$ cat src/sv/srr_pkg.sv
package srr_pkg;

  // Sizing of the sequence space and the receive window.
  localparam int unsigned HIGHEST_SEQ  = 7;
  localparam int unsigned WINDOW_SLOTS = 4;
  localparam int unsigned SEQ_W        = 8;
  localparam int unsigned DATA_W       = 32;
  localparam int unsigned SLOT_W       = (WINDOW_SLOTS > 1) ? $clog2(WINDOW_SLOTS) : 1;
  localparam int unsigned CNT_W        = $clog2(WINDOW_SLOTS + 1);

  typedef logic [SEQ_W-1:0]  seq_t;
  typedef logic [SEQ_W:0]    seq_ext_t;
  typedef logic [SLOT_W-1:0] slot_t;
  typedef logic [CNT_W-1:0]  cnt_t;
  typedef logic [DATA_W-1:0] data_t;

  localparam seq_t     SEQ_MAX   = SEQ_W'(HIGHEST_SEQ);
  localparam seq_ext_t SEQ_MOD   = (SEQ_W + 1)'(HIGHEST_SEQ + 1);
  localparam seq_ext_t WIN_SIZE  = (SEQ_W + 1)'(WINDOW_SLOTS);
  localparam slot_t    SLOT_LAST = SLOT_W'(WINDOW_SLOTS - 1);
  localparam cnt_t     CNT_FULL  = CNT_W'(WINDOW_SLOTS);

  // Result codes.
  typedef enum logic [1:0] {
    KIND_DELIVER = 2'd0,
    KIND_ACK     = 2'd1,
    KIND_NAK     = 2'd2
  } kind_e;

  // One received frame.
  typedef struct packed {
    seq_t  seq_num;
    logic  crc_ok;
    data_t payload;
  } in_t;

  // One result beat.
  typedef struct packed {
    kind_e kind;
    seq_t  number;
    data_t data;
    logic  last;
  } out_t;

  // Controller states.
  typedef enum logic [1:0] {
    ST_IDLE,
    ST_EVAL,
    ST_REPLY,
    ST_DELIVER
  } state_e;

  // Commands from the controller to the datapath.
  typedef struct packed {
    logic  load;
    logic  write_slot;
    logic  deliver;
    logic  set_nak;
    logic  clear_nak;
    logic  emit;
    kind_e emit_kind;
    logic  emit_last;
  } dp_cmd_t;

  // Status from the datapath to the controller.
  typedef struct packed {
    logic frame_ok;
    logic good;
    logic at_expected;
    logic head_valid;
    logic cnt_full;
    logic nak_sent;
  } dp_stat_t;

endpackage

$ cat src/sv/srr_ctrl.sv
module srr_ctrl (
  input  logic              clk_i,
  input  logic              rst_ni,
  input  logic              start,
  output logic              busy,
  input  srr_pkg::dp_stat_t stat_i,
  output srr_pkg::dp_cmd_t  cmd_o
);

  srr_pkg::state_e state_q, state_d;

  // State register.
  always_ff @(posedge clk_i or negedge rst_ni) begin
    if (!rst_ni) begin
      state_q <= srr_pkg::ST_IDLE;
    end else begin
      state_q <= state_d;
    end
  end

  // Next state and commands.
  always_comb begin
    state_d = state_q;
    cmd_o   = '0;
    busy    = 1'b1;
    unique case (state_q)
      srr_pkg::ST_IDLE: begin
        busy = 1'b0;
        if (start) begin
          cmd_o.load = 1'b1;
          state_d    = srr_pkg::ST_EVAL;
        end
      end
      srr_pkg::ST_EVAL: begin
        // Frames out of range, outside the window or corrupted elsewhere are dropped.
        if (!stat_i.frame_ok) begin
          state_d = srr_pkg::ST_IDLE;
        end else if (stat_i.good) begin
          cmd_o.write_slot = 1'b1;
          state_d = stat_i.at_expected ? srr_pkg::ST_DELIVER : srr_pkg::ST_REPLY;
        end else if (stat_i.at_expected) begin
          state_d = srr_pkg::ST_REPLY;
        end else begin
          state_d = srr_pkg::ST_IDLE;
        end
      end
      srr_pkg::ST_REPLY: begin
        // The first complaint about this expected number is a NAK, later ones ACKs.
        cmd_o.emit      = 1'b1;
        cmd_o.set_nak   = 1'b1;
        cmd_o.emit_kind = stat_i.nak_sent ? srr_pkg::KIND_ACK : srr_pkg::KIND_NAK;
        if (stat_i.good && stat_i.head_valid) begin
          cmd_o.emit_last = 1'b0;
          state_d         = srr_pkg::ST_DELIVER;
        end else begin
          cmd_o.emit_last = 1'b1;
          state_d         = srr_pkg::ST_IDLE;
        end
      end
      srr_pkg::ST_DELIVER: begin
        // Deliver consecutive buffered frames, then acknowledge the new head.
        cmd_o.clear_nak = 1'b1;
        cmd_o.emit      = 1'b1;
        if (stat_i.head_valid && !stat_i.cnt_full) begin
          cmd_o.deliver   = 1'b1;
          cmd_o.emit_kind = srr_pkg::KIND_DELIVER;
          cmd_o.emit_last = 1'b0;
        end else begin
          cmd_o.emit_kind = srr_pkg::KIND_ACK;
          cmd_o.emit_last = 1'b1;
          state_d         = srr_pkg::ST_IDLE;
        end
      end
      default: begin
        state_d = srr_pkg::ST_IDLE;
      end
    endcase
  end

endmodule

$ cat src/sv/srr_dpath.sv
module srr_dpath (
  input  logic              clk_i,
  input  logic              rst_ni,
  input  srr_pkg::in_t      item_i,
  input  srr_pkg::dp_cmd_t  cmd_i,
  output srr_pkg::dp_stat_t stat_o,
  output logic              valid_o,
  output srr_pkg::out_t     result_o
);

  srr_pkg::in_t     in_q;
  srr_pkg::seq_t    exp_q, exp_d;
  srr_pkg::slot_t   head_q, head_d;
  srr_pkg::cnt_t    cnt_q, cnt_d;
  logic             nak_q, nak_d;
  logic             valid_slot_q [srr_pkg::WINDOW_SLOTS];
  srr_pkg::data_t   payload_q [srr_pkg::WINDOW_SLOTS];
  srr_pkg::out_t    res_q, res_d;
  logic             res_valid_q;

  srr_pkg::seq_ext_t seq_ext, exp_ext, offset;
  logic [srr_pkg::SLOT_W:0] slot_sum;
  srr_pkg::slot_t   slot_idx;
  logic             in_range, in_window;

  // Offset of the frame from the expected number, modulo the sequence space.
  always_comb begin
    seq_ext = {1'b0, in_q.seq_num};
    exp_ext = {1'b0, exp_q};
    if (in_q.seq_num >= exp_q) begin
      offset = seq_ext - exp_ext;
    end else begin
      offset = seq_ext + srr_pkg::SEQ_MOD - exp_ext;
    end
    in_range  = in_q.seq_num <= srr_pkg::SEQ_MAX;
    in_window = offset < srr_pkg::WIN_SIZE;
    slot_sum  = {1'b0, head_q} + {1'b0, offset[srr_pkg::SLOT_W-1:0]};
    if (slot_sum >= (srr_pkg::SLOT_W + 1)'(srr_pkg::WINDOW_SLOTS)) begin
      slot_idx = srr_pkg::SLOT_W'(slot_sum - (srr_pkg::SLOT_W + 1)'(srr_pkg::WINDOW_SLOTS));
    end else begin
      slot_idx = slot_sum[srr_pkg::SLOT_W-1:0];
    end
  end

  // Status towards the controller.
  always_comb begin
    stat_o.frame_ok    = in_range && in_window;
    stat_o.good        = in_q.crc_ok;
    stat_o.at_expected = in_q.seq_num == exp_q;
    stat_o.head_valid  = valid_slot_q[head_q];
    stat_o.cnt_full    = cnt_q == srr_pkg::CNT_FULL;
    stat_o.nak_sent    = nak_q;
  end

  // Window pointer, counter and flag updates.
  always_comb begin
    exp_d  = exp_q;
    head_d = head_q;
    cnt_d  = cnt_q;
    nak_d  = nak_q;
    if (cmd_i.load) begin
      cnt_d = '0;
    end
    if (cmd_i.deliver) begin
      head_d = (head_q == srr_pkg::SLOT_LAST) ? '0 : head_q + srr_pkg::slot_t'(1);
      exp_d  = (exp_q == srr_pkg::SEQ_MAX) ? '0 : exp_q + srr_pkg::seq_t'(1);
      cnt_d  = cnt_q + srr_pkg::cnt_t'(1);
    end
    if (cmd_i.set_nak) begin
      nak_d = 1'b1;
    end
    if (cmd_i.clear_nak) begin
      nak_d = 1'b0;
    end
  end

  // Next result beat.
  always_comb begin
    res_d.kind = cmd_i.emit_kind;
    res_d.last = cmd_i.emit_last;
    res_d.number = exp_q;
    if (cmd_i.emit_kind == srr_pkg::KIND_DELIVER) begin
      res_d.data = payload_q[head_q];
    end else begin
      res_d.data = '0;
    end
  end

  // Control registers.
  always_ff @(posedge clk_i or negedge rst_ni) begin
    if (!rst_ni) begin
      exp_q       <= '0;
      head_q      <= '0;
      cnt_q       <= '0;
      nak_q       <= 1'b0;
      res_valid_q <= 1'b0;
      for (int i = 0; i < srr_pkg::WINDOW_SLOTS; i++) begin
        valid_slot_q[i] <= 1'b0;
      end
    end else begin
      exp_q       <= exp_d;
      head_q      <= head_d;
      cnt_q       <= cnt_d;
      nak_q       <= nak_d;
      res_valid_q <= cmd_i.emit;
      if (cmd_i.write_slot) begin
        valid_slot_q[slot_idx] <= 1'b1;
      end
      if (cmd_i.deliver) begin
        valid_slot_q[head_q] <= 1'b0;
      end
    end
  end

  // Payload registers: frame capture, slot store and result.
  always_ff @(posedge clk_i) begin
    if (cmd_i.load) begin
      in_q <= item_i;
    end
    if (cmd_i.write_slot) begin
      payload_q[slot_idx] <= in_q.payload;
    end
    if (cmd_i.emit) begin
      res_q <= res_d;
    end
  end

  assign valid_o  = res_valid_q;
  assign result_o = res_q;

endmodule

$ cat src/sv/selective_repeat_receiver.sv
// Selective-repeat ARQ receiver.
// Input channel: a frame (sequence number, CRC flag, payload word) on item_i is
// taken at a rising edge where start is high and busy is low. busy stays high
// until the controller has issued the last result beat of that frame, so the
// next frame can be taken at the edge that ends the cycle in which that beat is out.
// Output channel: each result beat is on result_o for exactly one cycle, marked
// by valid_o; the receiver must take it then and cannot stall the block.
// A beat is a NAK or ACK for the expected number, a delivered payload, or the
// closing ACK after deliveries; last marks the final beat of a frame.
// A taken frame is registered and judged in EVAL; REPLY or DELIVER then emits
// its beats through the result register, one beat per cycle while DELIVER
// steps the window head. A frame has 0 to WINDOW_SLOTS + 1 beats. A dropped
// frame goes from EVAL back to IDLE with no beat.
// Reset clears the expected number, the window head, all slot valid bits and
// the NAK flag; slot payloads need no clearing.
module selective_repeat_receiver (
  input  logic           clk_i,
  input  logic           rst_ni,
  input  logic           start,
  output logic           busy,
  input  srr_pkg::in_t   item_i,
  output logic           valid_o,
  output srr_pkg::out_t  result_o
);

  srr_pkg::dp_cmd_t  cmd;
  srr_pkg::dp_stat_t stat;

  srr_ctrl u_ctrl (
    .clk_i  (clk_i),
    .rst_ni (rst_ni),
    .start  (start),
    .busy   (busy),
    .stat_i (stat),
    .cmd_o  (cmd)
  );

  srr_dpath u_dpath (
    .clk_i    (clk_i),
    .rst_ni   (rst_ni),
    .item_i   (item_i),
    .cmd_i    (cmd),
    .stat_o   (stat),
    .valid_o  (valid_o),
    .result_o (result_o)
  );

endmodule

$ cat config.mk
export PLATFORM = sky130hd
export DESIGN_NAME = selective_repeat_receiver
export DESIGN_NICKNAME = d
export VERILOG_FILES = /design/src/sv/srr_pkg.sv /design/src/sv/srr_ctrl.sv /design/src/sv/srr_dpath.sv /design/src/sv/selective_repeat_receiver.sv
export SDC_FILE = /design/constraint.sdc
export NUM_CORES = 1
export LEC_CHECK = 0
export ABC_AREA = 1
export BUFFER_PORTS_ARGS = -buffer_cell sky130_fd_sc_hd__buf_4
export CAP_MARGIN = 20
export CORE_MARGIN = 3
export CORE_UTILIZATION = 50
export DETAILED_ROUTE_END_ITERATION = 10
export PLACE_DENSITY_LB_ADDON = 0.3
export SLEW_MARGIN = 5
export SYNTH_ARGS = -nofsm -noshare
export SYNTH_HDL_FRONTEND = slang
export SYNTH_HIERARCHICAL = 1
export SYNTH_SLANG_ARGS = --single-unit
export TNS_END_PERCENT = 5
$ cat constraint.sdc
create_clock -name clk_i -period 5.8 [get_ports clk_i]
set_input_delay 0.58 -clock clk_i [delete_from_list [all_inputs] [get_ports clk_i]]
set_output_delay 0.58 -clock clk_i [all_outputs]
set_load 0.1 [all_outputs]
==> metrics.yaml <==
setup.worst_path.start_class: "flop"
fin_crit_ps: 3989
finalMaxSlewViolations: 0
io_pins: 89
min_period_over_period: 0.6877
tns_ps: 0
cts_sinks: 233
yosys.cell_types.count: 32
cp-endpoint: "u_dpath/payload_q[2][21]"
fin_nets: 926
std_cell_rows: 49
reg2regPathDepth: 17
clkLatencyLatePin_ps: 510
drive_gt1_frac: 0.1765
syn_to_final_growth_pct: 17.16
use_met2: 0.2852
hpwl_mm: 10.70
yosysWarnings: 6
place_ws_ps: 1795
regToRegSetupSlack_ps: 1810
clockRootBuffer: "clkbuf_16"
mostFrequentLayoutCell: "edfxtp_1"
synth_area_mm2: 0.009539
synth_top_cell_by_area: "edfxtp_1"
register_area_mm2: 0.006895
gr-usage-met3: 0.02745
hp-class: "in -> reg"
die_x_um: 144.1
setup_viol: 0
mostFrequentLayoutCells: "212 x edfxtp_1, 160 x nor2_1, 93 x buf_4, 77 x nand2_1, 64 x o21ai_0"
synth-seq-cells: 233
crit_fanout: 19
end_kind: "flop"
viasPerCell: 5.238
instances_no_fill: 1096
wl_mm: 18.25
max_freq_mhz: 250.7
finalWorstSetupSlack_ps: 1811
final_hold_viol_count: 0
grt_use_met1: 0.2435
yosys.area.top_type_share: 0.6674
placed_cell_area_mm2: 0.01042
avgSynthCellArea_um2: 12.54
fillers: 1373
die_y_um: 144.1
worst_slew_pin_slew_ps: 1082
rsz0062_at_grt: "no"
grt_usage: 0.1746
grt.overflow.total: 0
grt_antenna_before_repair: 0
clock_path_buffers: 3
ys_seq_area_frac: 0.7225
clock_skew_ps: 6.830
synth_nets: 835
top_usage_layer: "met2"
relSlewSlack: 0.2770
drv_cap: 0
synthCells: 761
grt_pass1_wl_mm: 28.16
drc: 0
synth_area_leaders: "edfxtp_1 67%, nor2_1 6.4%, dfrtp_1 5.5%"
outcome: "completed"
critical_path_class: "reg -> reg"
tritoncts: "yes"
routabilityCongestion: 0.9143
fp.coreArea_mm2: 0.01833
num_antenna_cells: 0
ys.flop_type: "edfxtp_1"
hold_buffers: 1
dr.pass1.iters: 5
peakVddDrop_v: 0.0002154
cts_setup_buffers: 0
cts_buffers: 24
crit_start: "u_dpath/exp_q[2]"
dp.cells: 1052
synth_edf_count: 212
dieArea_mm2: 0.02077
p_per_area_mw_per_mm2: 327.1
r2r-start: "u_dpath/exp_q[2]"
io_buffers: 88
clk_pin_slew_ps: 60
wire_per_inst_um: 16.65
async_flop_share: 0.09013
drtAntennaViolNets: 0
h-tree-depth: 1
grt_max_degree: 71
drt_iter0_drc: 352
fin_area_mm2: 0.01118
cts_resized: 0
vias: 5741
r2r_end: "u_dpath/payload_q[2][21]"
start_util: 0.5204
worstPathRequired_ps: 5990
crit_arrival_ps: 4180
multi_input_area_mm2: 0.002327
power_leakage_nw: 4.328
grt_pass1_vias: 5469
## metal layers
metal,vias up,share of wire
li1,2802,-
met1,2759,0.44
met2,156,0.48
met3,24,0.053
met4,0,0.017
met5,-,0
## flip-flops by register name, summed over array words and instances, names as in the netlist
signal,count
u_dpath/cnt_q,3
u_dpath/payload_q,128
u_ctrl/state_q,2
u_dpath/valid_o,1
u_dpath/in_q,40
u_dpath/head_q,2
u_dpath/stat_o,1
u_dpath/result_o,43
u_dpath/valid_slot_q,4
u_dpath/nak_q,1
u_dpath/exp_q,8
## area by class of cell
class | count | share of cell area
Timing Repair Buffer | 96 | 0.06762
Sequential cell | 233 | 0.6170
Clock buffer | 29 | 0.05631
Multi-Input combinational cell | 441 | 0.2082
Clock inverter | 12 | 0.006382
Tap cell | 229 | 0.02564
Inverter | 56 | 0.01881
## worst max-delay path: stages, from the launching register on
cell,delay (ps)
dfrtp_1,460
inv_1,120
ha_1,410
fa_1,460
nand2_1,90
nand3_1,120
nand3_1,110
nand2_1,50
nand2_1,50
nand3_1,70
nor2_1,100
nand2_1,70
a21oi_2,170
nand2_1,70
nor2_1,140
inv_1,120
nor3_4,630
buf_4,410
## synth_stat cells (4+ instances only)
cell type and instances:
edfxtp_1 212, a2bb2oi_1 4, buf_2 9, inv_1 51, nand3_1 21, dfrtp_1 21, nand2_2 5, clkbuf_1 16
o21ai_0 64, xor2_1 5, nor2_1 163, inv_2 5, nand2_1 77, ha_1 23, fa_1 7, a21oi_1 42
o21ai_1 10, buf_4 4
## kinds of logic after synthesis
logic type	Yosys count	share of synthesized area
AND/OR/NAND/NOR	278	0.1180
XOR/XNOR	9	0.009051
adder cells (fa/ha/maj)	30	0.04486
buffers and inverters	87	0.03725
flip-flops	233	0.7225
AO/OA/AOI/OAI	124	0.06834
## stage by stage
step                      power, W  utilization  hold WS [ps]
after detailed placement  0.002325       0.5683         442.5
after CTS                 0.003686       0.6071         225.1
final                     0.003656       0.6097         241.1
after floorplan           0.002210            -         284.4
after global routing      0.003806       0.6097         218.3
after global placement    0.002319       0.5683         433.2
## worst min path at each step
| stage | start | to | cells past startpoint |
|---|---|---|---|
| after global placement | u_dpath/exp_q[6] | u_dpath/result_o[39] | 0 |
| after detailed placement | u_dpath/exp_q[6] | u_dpath/result_o[39] | 0 |
| after floorplan | rst_ni | u_ctrl/state_q[0] | 0 |
| final | item_i[3] | u_dpath/in_q[3] | 1 |
| after CTS | item_i[3] | u_dpath/in_q[3] | 1 |
| after global routing | item_i[2] | u_dpath/in_q[2] | 1 |
## where the power goes
| part | leakage (nW) | total [W] | internal, W | switching [W] |
|---|---|---|---|---|
| Combinational | 1.75 | 0.000302 | 0.000102 | 0.000200 |
| Clock | 0.343 | 0.00137 | 0.000771 | 0.000594 |
| Sequential | 2.23 | 0.00199 | 0.00193 | 0.0000569 |
| Total | 4.33 | 0.00366 | 0.00280 | 0.000852 |
Power figures use the tool's default switching activity.
